## config.mk

```make
export PLATFORM = sky130hd
export DESIGN_NAME = frsa_ctrl
export DESIGN_NICKNAME = d
export VERILOG_FILES = /design/src/design/free_range_suballocator_assert.svh /design/src/design/frsa_pkg.sv /design/src/design/frsa_ctrl.sv
export SDC_FILE = /design/constraint.sdc
export NUM_CORES = 1
export LEC_CHECK = 0
export BUFFER_PORTS_ARGS = -buffer_cell sky130_fd_sc_hd__buf_2
export CAP_MARGIN = 20
export CORE_MARGIN = 1.5
export CORE_UTILIZATION = 35
export DETAILED_ROUTE_END_ITERATION = 10
export PLACE_DENSITY = 0.54
export SLEW_MARGIN = 20
export SYNTH_ARGS = -nofsm -noshare
export SYNTH_HDL_FRONTEND = slang
export SYNTH_SLANG_ARGS = --single-unit
export TNS_END_PERCENT = 50
```

## constraint.sdc

```tcl
create_clock -name clk_i -period 2.6 [get_ports clk_i]
set_input_delay 0 -clock clk_i [delete_from_list [all_inputs] [get_ports clk_i]]
set_output_delay 0 -clock clk_i [all_outputs]
set_load 0.01 [all_outputs]
```

## src/design/free_range_suballocator_assert.svh

```systemverilog
// ----------------------------------------------------------------------------
// Free range suballocator assertion macros
// Shared property wrappers for the concurrent checks in the design.
// ----------------------------------------------------------------------------
`ifndef FREE_RANGE_SUBALLOCATOR_ASSERT_SVH
`define FREE_RANGE_SUBALLOCATOR_ASSERT_SVH

// Same-cycle implication, disabled while reset is asserted.
`define FRSA_ASSERT_IMP(lbl, clk, rstn, ante, cons) \
  lbl: assert property (@(posedge clk) disable iff (!rstn) (ante) |-> (cons)) \
    else $error("frsa: same-cycle check failed");

// Next-cycle implication, disabled while reset is asserted.
`define FRSA_ASSERT_NXT(lbl, clk, rstn, ante, cons) \
  lbl: assert property (@(posedge clk) disable iff (!rstn) (ante) |=> (cons)) \
    else $error("frsa: next-cycle check failed");

`endif

```

## src/design/frsa_pkg.sv

```systemverilog
// ----------------------------------------------------------------------------
// frsa_pkg
// Shared constants, types and command codes of the free range suballocator.
// ----------------------------------------------------------------------------
package frsa_pkg;

  localparam int MAX_RANGES = 64;
  localparam int OFS_W      = 32;
  localparam int IDX_W      = $clog2(MAX_RANGES);
  localparam int CNT_W      = $clog2(MAX_RANGES + 1);
  localparam int ALIGN_W    = 5;
  localparam int STATUS_W   = 2;
  localparam logic [OFS_W-1:0] CHUNK_RESET = 32'd16777216;

  typedef enum logic [STATUS_W-1:0] {
    ST_OK       = 2'd0,
    ST_NOMEM    = 2'd1,
    ST_OVERFLOW = 2'd2
  } status_e;

  typedef struct packed {
    logic [OFS_W-1:0] start;
    logic [OFS_W-1:0] len;
  } range_t;

  // Datapath commands, one per cycle
  typedef enum logic [4:0] {
    OP_NONE,
    OP_LATCH,
    OP_AL_RD,
    OP_AL_EV1,
    OP_AL_EV2,
    OP_SP_A,
    OP_SP_B,
    OP_SP_C,
    OP_SP_WR,
    OP_NOFIT,
    OP_INS_SET,
    OP_INS_RD,
    OP_INS_MV,
    OP_INS_WR,
    OP_RM_SET,
    OP_RM_RD,
    OP_RM_MV,
    OP_FR_RD,
    OP_FR_CMP,
    OP_FR_LRD,
    OP_FR_LEV,
    OP_FR_RRD,
    OP_FR_REV,
    OP_FR_ADJR,
    OP_FR_ML,
    OP_FR_MR,
    OP_FR_MW,
    OP_FIN_RD,
    OP_FIN_EV,
    OP_PUSH
  } op_e;

  typedef enum logic [4:0] {
    S_IDLE,
    S_DISP,
    S_AL_CHK,
    S_AL_EV1,
    S_AL_EV2,
    S_SP_A,
    S_SP_B,
    S_SP_C,
    S_SP_WR,
    S_NOFIT,
    S_INS_SET,
    S_INS_CHK,
    S_INS_MV,
    S_INS_WR,
    S_RM_SET,
    S_RM_CHK,
    S_RM_MV,
    S_FR_CHK,
    S_FR_CMP,
    S_FR_L,
    S_FR_LE,
    S_FR_R,
    S_FR_RE,
    S_FR_ACT,
    S_FR_ML,
    S_FR_MR,
    S_FR_MW,
    S_FIN,
    S_FIN_E,
    S_DONE
  } state_e;

  // Datapath status seen by the controller
  typedef struct packed {
    logic is_free;
    logic scan_end;
    logic found;
    logic fit_exact;
    logic l_nz;
    logic r_nz;
    logic full;
    logic ins_more;
    logic rm_more;
    logic srch_open;
    logic has_left;
    logic has_right;
    logic adj_l;
    logic adj_r;
    logic count_one;
    logic out_free;
  } sts_t;

endpackage

```

## src/design/frsa_ctrl.sv

```systemverilog
// ----------------------------------------------------------------------------
// frsa_ctrl
// Request sequencer: walks the scan, split, shift, search and merge steps.
// ----------------------------------------------------------------------------
module frsa_ctrl (
  input  logic           clk_i,
  input  logic           rst_ni,
  input  logic           in_valid_i,
  output logic           in_ready_o,
  input  frsa_pkg::sts_t sts_i,
  output frsa_pkg::op_e  op_o
);

  frsa_pkg::state_e state_q, state_d;

  always_ff @(posedge clk_i or negedge rst_ni) begin
    if (!rst_ni) begin
      state_q <= frsa_pkg::S_IDLE;
    end else begin
      state_q <= state_d;
    end
  end

  always_comb begin
    state_d = state_q;
    unique case (state_q)
      frsa_pkg::S_IDLE:    if (in_valid_i) state_d = frsa_pkg::S_DISP;
      frsa_pkg::S_DISP:    state_d = sts_i.is_free ? frsa_pkg::S_FR_CHK : frsa_pkg::S_AL_CHK;
      frsa_pkg::S_AL_CHK: begin
        if (!sts_i.scan_end) state_d = frsa_pkg::S_AL_EV1;
        else if (sts_i.found) state_d = frsa_pkg::S_SP_A;
        else state_d = frsa_pkg::S_NOFIT;
      end
      frsa_pkg::S_AL_EV1:  state_d = frsa_pkg::S_AL_EV2;
      frsa_pkg::S_AL_EV2:  state_d = sts_i.fit_exact ? frsa_pkg::S_SP_A : frsa_pkg::S_AL_CHK;
      frsa_pkg::S_SP_A:    state_d = frsa_pkg::S_SP_B;
      frsa_pkg::S_SP_B:    state_d = frsa_pkg::S_SP_C;
      frsa_pkg::S_SP_C:    state_d = frsa_pkg::S_SP_WR;
      frsa_pkg::S_SP_WR: begin
        if (sts_i.l_nz && sts_i.r_nz) state_d = frsa_pkg::S_INS_SET;
        else if (!sts_i.l_nz && !sts_i.r_nz) state_d = frsa_pkg::S_RM_SET;
        else state_d = frsa_pkg::S_FIN;
      end
      frsa_pkg::S_NOFIT:   state_d = frsa_pkg::S_FIN;
      frsa_pkg::S_INS_SET: state_d = sts_i.full ? frsa_pkg::S_FIN : frsa_pkg::S_INS_CHK;
      frsa_pkg::S_INS_CHK: state_d = sts_i.ins_more ? frsa_pkg::S_INS_MV : frsa_pkg::S_INS_WR;
      frsa_pkg::S_INS_MV:  state_d = frsa_pkg::S_INS_CHK;
      frsa_pkg::S_INS_WR:  state_d = frsa_pkg::S_FIN;
      frsa_pkg::S_RM_SET:  state_d = frsa_pkg::S_RM_CHK;
      frsa_pkg::S_RM_CHK:  state_d = sts_i.rm_more ? frsa_pkg::S_RM_MV : frsa_pkg::S_FIN;
      frsa_pkg::S_RM_MV:   state_d = frsa_pkg::S_RM_CHK;
      frsa_pkg::S_FR_CHK:  state_d = sts_i.srch_open ? frsa_pkg::S_FR_CMP : frsa_pkg::S_FR_L;
      frsa_pkg::S_FR_CMP:  state_d = frsa_pkg::S_FR_CHK;
      frsa_pkg::S_FR_L:    state_d = sts_i.has_left ? frsa_pkg::S_FR_LE : frsa_pkg::S_FR_R;
      frsa_pkg::S_FR_LE:   state_d = frsa_pkg::S_FR_R;
      frsa_pkg::S_FR_R:    state_d = sts_i.has_right ? frsa_pkg::S_FR_RE : frsa_pkg::S_FR_ACT;
      frsa_pkg::S_FR_RE:   state_d = frsa_pkg::S_FR_ACT;
      frsa_pkg::S_FR_ACT: begin
        if (sts_i.adj_l) state_d = frsa_pkg::S_FR_ML;
        else if (sts_i.adj_r) state_d = frsa_pkg::S_FIN;
        else state_d = frsa_pkg::S_INS_SET;
      end
      frsa_pkg::S_FR_ML:   state_d = frsa_pkg::S_FR_MR;
      frsa_pkg::S_FR_MR:   state_d = frsa_pkg::S_FR_MW;
      frsa_pkg::S_FR_MW:   state_d = sts_i.adj_r ? frsa_pkg::S_RM_SET : frsa_pkg::S_FIN;
      frsa_pkg::S_FIN:     state_d = sts_i.count_one ? frsa_pkg::S_FIN_E : frsa_pkg::S_DONE;
      frsa_pkg::S_FIN_E:   state_d = frsa_pkg::S_DONE;
      frsa_pkg::S_DONE:    if (sts_i.out_free) state_d = frsa_pkg::S_IDLE;
      default:             state_d = frsa_pkg::S_IDLE;
    endcase
  end

  always_comb begin
    op_o       = frsa_pkg::OP_NONE;
    in_ready_o = 1'b0;
    unique case (state_q)
      frsa_pkg::S_IDLE: begin
        in_ready_o = 1'b1;
        if (in_valid_i) op_o = frsa_pkg::OP_LATCH;
      end
      frsa_pkg::S_AL_CHK:  if (!sts_i.scan_end) op_o = frsa_pkg::OP_AL_RD;
      frsa_pkg::S_AL_EV1:  op_o = frsa_pkg::OP_AL_EV1;
      frsa_pkg::S_AL_EV2:  op_o = frsa_pkg::OP_AL_EV2;
      frsa_pkg::S_SP_A:    op_o = frsa_pkg::OP_SP_A;
      frsa_pkg::S_SP_B:    op_o = frsa_pkg::OP_SP_B;
      frsa_pkg::S_SP_C:    op_o = frsa_pkg::OP_SP_C;
      frsa_pkg::S_SP_WR:   op_o = frsa_pkg::OP_SP_WR;
      frsa_pkg::S_NOFIT:   op_o = frsa_pkg::OP_NOFIT;
      frsa_pkg::S_INS_SET: op_o = frsa_pkg::OP_INS_SET;
      frsa_pkg::S_INS_CHK: if (sts_i.ins_more) op_o = frsa_pkg::OP_INS_RD;
      frsa_pkg::S_INS_MV:  op_o = frsa_pkg::OP_INS_MV;
      frsa_pkg::S_INS_WR:  op_o = frsa_pkg::OP_INS_WR;
      frsa_pkg::S_RM_SET:  op_o = frsa_pkg::OP_RM_SET;
      frsa_pkg::S_RM_CHK:  if (sts_i.rm_more) op_o = frsa_pkg::OP_RM_RD;
      frsa_pkg::S_RM_MV:   op_o = frsa_pkg::OP_RM_MV;
      frsa_pkg::S_FR_CHK:  if (sts_i.srch_open) op_o = frsa_pkg::OP_FR_RD;
      frsa_pkg::S_FR_CMP:  op_o = frsa_pkg::OP_FR_CMP;
      frsa_pkg::S_FR_L:    if (sts_i.has_left) op_o = frsa_pkg::OP_FR_LRD;
      frsa_pkg::S_FR_LE:   op_o = frsa_pkg::OP_FR_LEV;
      frsa_pkg::S_FR_R:    if (sts_i.has_right) op_o = frsa_pkg::OP_FR_RRD;
      frsa_pkg::S_FR_RE:   op_o = frsa_pkg::OP_FR_REV;
      frsa_pkg::S_FR_ACT: begin
        if (sts_i.adj_l) op_o = frsa_pkg::OP_FR_ML;
        else if (sts_i.adj_r) op_o = frsa_pkg::OP_FR_ADJR;
      end
      frsa_pkg::S_FR_ML:   op_o = frsa_pkg::OP_FR_MR;
      frsa_pkg::S_FR_MR:   op_o = frsa_pkg::OP_NONE;
      frsa_pkg::S_FR_MW:   op_o = frsa_pkg::OP_FR_MW;
      frsa_pkg::S_FIN:     if (sts_i.count_one) op_o = frsa_pkg::OP_FIN_RD;
      frsa_pkg::S_FIN_E:   op_o = frsa_pkg::OP_FIN_EV;
      frsa_pkg::S_DONE:    if (sts_i.out_free) op_o = frsa_pkg::OP_PUSH;
      default:             op_o = frsa_pkg::OP_NONE;
    endcase
    // left merge: add freed size first, right length in the following cycle
    if (state_q == frsa_pkg::S_FR_ACT && sts_i.adj_l) op_o = frsa_pkg::OP_FR_ML;
  end

endmodule

```

# --- After elaboration in Yosys (flattened, before gate mapping) ---
# Index checks and enable logic that the tools add are counted.
word_totals:
  register_bits: 5
  out_inout_bits: 6
  in_bits: 19
classes:
  reduce_logical: 9
  eq_ne: 31
  muxes: 33
ops:
  columns: ["op", "count"]
  rows:
  - ["5-bit one-hot mux with 28 select lines", 2]
  - ["5-bit two-way mux", 17]
  - ["5-bit == test, second input constant", 14]
  - ["5-bit by 4-bit == test with 1-bit output, second input constant", 8]
  - ["5-bit by 3-bit == test with 1-bit output, second input constant", 4]
  - ["4-bit two-way mux", 5]
  - ["5-bit by 2-bit == test with 1-bit output, second input constant", 2]
  - ["1-bit two-way mux", 7]
  - ["5-bit by 1-bit == test with 1-bit output, second input constant", 1]
  - ["5-bit logical NOT", 1]
  - ["2-bit inequality test, second input constant", 2]
  - ["2-bit OR reduction", 2]
  - ["1-bit logical AND", 3]
  - ["3-bit two-way mux", 1]
  - ["1-bit logical NOT", 2]
  - ["2-bit two-way mux", 1]
  - ["2-bit AND reduction", 1]

# --- Depth between registers and ports, before layout ---
depth:
  depth_word: 5
  depth_mapped: 7
  ltp_nobuf: 6

# --- Least setup slack after synthesis ---
# No wires, ideal clock.
synth_timing:
  path_type: "register -> output"
  startpoint: "register state_q[4]"
  endpoint: "output port op_o[0]"
  t_arrival_ns: 1.458
  stages_incl_launch_ff: 6
  path_slack_ns: 1.142
  cell_sequence: "dfrtp_1 -> buf_6 -> or4_4 -> nor2_2 -> a2111oi_0 -> o211ai_1"
synth_between:
  elab_chain_cells: 3
  elab_cells_between_ends: 31
synth_rtl:
  columns: ["item", "line", "rtl"]
  rows:
  - ["from (decl)", "frsa_ctrl.sv:14", "frsa_pkg::state_e state_q, state_d;"]
  - ["from (signal assigned)", "frsa_ctrl.sv:18", "state_q <= frsa_pkg::S_IDLE;"]
  - ["from (signal assigned)", "frsa_ctrl.sv:20", "state_q <= state_d;"]
  - ["5-bit == test, or another cell as far along", "frsa_ctrl.sv:76", "unique case (state_q)"]
  - ["5-bit one-hot mux with 28 select lines or 1-bit logical AND (tied branches)", "frsa_ctrl.sv:76, frsa_ctrl.sv:115", null]
  - ["5-bit two-way mux (*)", "frsa_ctrl.sv:115", "if (state_q == frsa_pkg::S_FR_ACT && sts_i.adj_l) op_o = frsa_pkg::OP_FR_ML;"]
  - ["to (decl)", "frsa_ctrl.sv:11", "output frsa_pkg::op_e op_o"]
# Every way passes the cells marked *; elsewhere a longest branch is shown, timed or not.

# --- Final worst setup path ---
layout_timing:
  startpoint: "register state_q[3]"
  endpoint: "output port op_o[0]"
# Same word-level chain as after synthesis.

==> results.py <==
metrics = {
    "setup_path": {
        "worst_r2r_start": "state_q[3]",
        "worst-r2r-setup-slack_ns": 0.55,
        "reg2regPathDepth": 4,
        "critPathKind": "reg2out",
        "worst_setup_path_endpoint": "op_o[0]",
        "crit_path_max_fanout": 32,
        "critPathRequiredTime_ns": 2.60,
        "timing.rr.end": "state_q[0]",
        "timing.critical_path.arrival_ns": 2.23,
        "setup.worst_path.start": "state_q[3]",
        "setup.worst_path.end_class": "output port",
        "critPathLaunchType": "flop",
    },
    "detailed_routing": {
        "drtAntennaViolNets": 0,
        "drtPass1Iterations": 4,
        "routed-via-count": 1364,
        "routed.top_layer": "met4",
        "wl_met3_um": 236,
        "dr_wl_met2_um": 1674,
        "routed_wirelength_um": 3584,
        "drt-vias-per-instance": 6.089,
        "routed_wire_length_per_instance_um": 16.00,
        "routedLengthMet1_um": 1646,
        "detail_route.drc_violations": 0,
        "initialDrtViolationCount": 147,
    },
    "power_and_ir_drop": {
        "total_switching_power_mw": 0.9228,
        "pwr_cell_area_mw_per_mm2": 1258,
        "share_comb_of_total_power_pct": 74.5,
        "leakagePower_nw": 0.5066,
        "netSwitchingFraction_pct": 56.97,
        "seq_power_share_pct": 20.1,
        "internal_power_mw": 0.6969,
        "report.power.total_mw": 1.620,
        "clock_power_share_pct": 5.4,
        "peakVddDrop_mv": 0.4192,
    },
    "sta": {
        "timing.slew.headroom_pct": 34.81,
        "timing.final.crit_period_ns": 2.230,
        "rsz_0062_raised_after_global_routing": "no",
        "layout_worst_path_cycle_share_pct": 85.78,
        "maxSlewViolCount": 0,
        "clock_tree_skew_after_final_layout_ns": 0.00001876,
        "whs_ns": 0.08680,
        "worst_pin_slew_ns": 0.9779,
        "finalHoldViolCount": 0,
        "timing.final.setup_violations": 0,
        "totalNegativeSetupSlack_ns": 0,
        "fmax_mhz": 448.4,
    },
    "clocking": {
        "cts_inserted_buffers": 3,
        "clock-sinks": 5,
        "clk_pin_slew_worst_paths_ns": 0.04,
        "cts-htree-levels": 1,
        "cts-resized-gates": 0,
        "clk_path_buf_depth": 2,
        "tritoncts_clock_tree": "yes",
        "clk_latency_ns": 0.24,
        "hold_buffers": 1,
        "cts_root_buf": "clkbuf_4",
        "cts_setup_buffers": 0,
    },
    "placed_design": {
        "finalWeightedCongestion": 0.9056,
        "io_buffers": 24,
        "placed_wire_length_estimate_um": 2615,
        "placedCellCount": 219,
    },
    "yosys": {
        "synth_fp_nets": 183,
        "sequential_element_share_of_the_synthesized_area_pct": 10.82,
        "dominantRegCellSynth": "dfrtp_1",
        "netlist_top_cells_area": "dfrtp_1 (11%), nor2b_1 (5.4%), nand2_1 (4.9%), a21oi_1 (3.9%), buf_4 (3.9%)",
        "synth.ff_latch_count": 5,
        "synth_edf_count": 0,
        "synth_async_sr_flop_share_pct": 100.0,
        "synth_top_area_share_pct": 10.82,
        "synth_warnings": 0,
        "avgSynthCellArea_um2": 7.093,
        "post-synth-top-count-cell": "nand2_1",
        "netlist_area_mm2": 0.001156,
        "syn_inst": 163,
        "yosysUniqueCellTypes": 54,
        "dominant_cell_type_by_area_after_synthesis": "dfrtp_1",
        "synth_top_cells_by_count": "nand2_1 (15), nor2b_1 (10), a21oi_1 (9), nor2_1 (9), buf_2 (7)",
    },
    "layout": {
        "multiInputGateArea_um2": 890.9,
        "finish.cell_count_without_fillers": 224,
        "net_count_final": 201,
        "antennaDiodeCount": 0,
        "drive_gt1_share_pct": 21.11,
        "area_growth_pct": 11.36,
        "fillCellCount": 343,
        "largest_register_ff_count": 5,
        "regArea_um2": 125.1,
        "registers.top_by_ff_count": "state_q",
        "reg.largest.list": "state_q (5)",
    },
    "run": {
        "max_cap_viol_count": 0,
    },
    "global_routing": {
        "wire_length_of_the_first_global_routing_pass_um": 5844,
        "grt_pass1_vias": 1215,
        "globalRouteOverflowTotal": 0,
        "grt_util_all_layers_pct": 20.75,
        "maximum_number_of_pins_on_one_net_before_global_route_repair": 33,
        "initial_antenna_violation_count": 0,
    },
    "floorplan": {
        "die_x_um": 60.48,
        "rows": 20,
        "fp.coreArea_mm2": 0.003103,
        "die_y_um": 60.48,
        "design.die.area_mm2": 0.003657,
        "pin_count": 25,
        "floorplan.initialDensity_pct": 37.26,
    },
    "worst_hold_path": {
        "worstHoldPathType": "in2reg",
    },
    "outcome": {
        "run_status": "finished, final reports clean",
    },
}
[per-layer routing]
metal | track usage (%) | up-vias
li1 | - | 660
met1 | 30.62 | 650
met2 | 32.30 | 52
met3 | 2.985 | 2
met4 | 4.348 | 0
met5 | 0 | -
[power by group through the flow]
stage	Combinational, mW	Sequential, mW	Clock [mW]
after floorplan	1.11	0.152	0
after global placement	1.18	0.314	0
after detailed placement	1.19	0.318	0
after CTS	1.19	0.316	0.0914
after global routing	1.33	0.338	0.100
final	1.21	0.326	0.0872
[cell usage in the layout (no fill, tap or decap), types with 3 or more instances in the layout]
| master | instances |
|---|---|
| nand3_1 | 5 |
| o21ai_1 | 3 |
| nand2_1 | 15 |
| nand2b_1 | 5 |
| buf_2 | 24 |
| inv_1 | 3 |
| nand4_1 | 4 |
| a211o_1 | 3 |
| nor2b_1 | 10 |
| a21oi_1 | 9 |
| o21ai_0 | 5 |
| o2111ai_1 | 4 |
| nor3_1 | 6 |
| buf_4 | 5 |
| nand4b_1 | 4 |
| a21o_1 | 5 |
| nor3b_1 | 5 |
| a211oi_1 | 5 |
| clkbuf_4 | 3 |
| dfrtp_1 | 5 |
| nor2_1 | 9 |
[cell families (layout without fill, tap and decap cells)]
family,Yosys count,after routing,share of synthesized area [%]
AO/OA/AOI/OAI,59,59,37.45
adder cells (fa/ha/maj),1,1,1.082
buffers and inverters,23,40,12.12
flip-flops,5,5,10.82
multiplexers,3,3,2.814
AND/OR/NAND/NOR,72,72,35.71
[final cells by class]
class                   count  area share [%]
multi-input cells         135           69.19
repair buffers             30           13.02
flip-flops and latches      5           9.718
well taps                  44           4.276
clock buffers               4           2.041
inverters                   6           1.749
[worst min path at each step]
| stage | to | depth (start not counted) | from |
|---|---|---|---|
| final | state_q[2] | 3 | sts_i[13] |
| after floorplan | state_q[0] | 0 | rst_ni |
| after CTS | state_q[2] | 3 | sts_i[13] |
| after global routing | state_q[2] | 3 | sts_i[13] |
| after detailed placement | state_q[4] | 1 | rst_ni |
| after global placement | state_q[1] | 1 | rst_ni |
[worst max-delay path: stages, from the launching register on]
cell	delay (ns)
dfrtp_1	0.98
or4_4	0.29
nor2_2	0.04
a2111oi_0	0.39
o211ai_1	0.13
buf_2	0.16
[per-stage QoR]
stage | utilization (%) | setup slack [ns] | cell area, µm²
floorplan | - | 1.142 | 1156
global placement | 40.32 | 0.6416 | 1251
detailed placement | 40.32 | 0.6275 | 1251
CTS | 41.49 | 0.3744 | 1287
global route | 41.49 | 0.1035 | 1287
finish | 41.49 | 0.3697 | 1287
(Power assumes the default switching activity.)
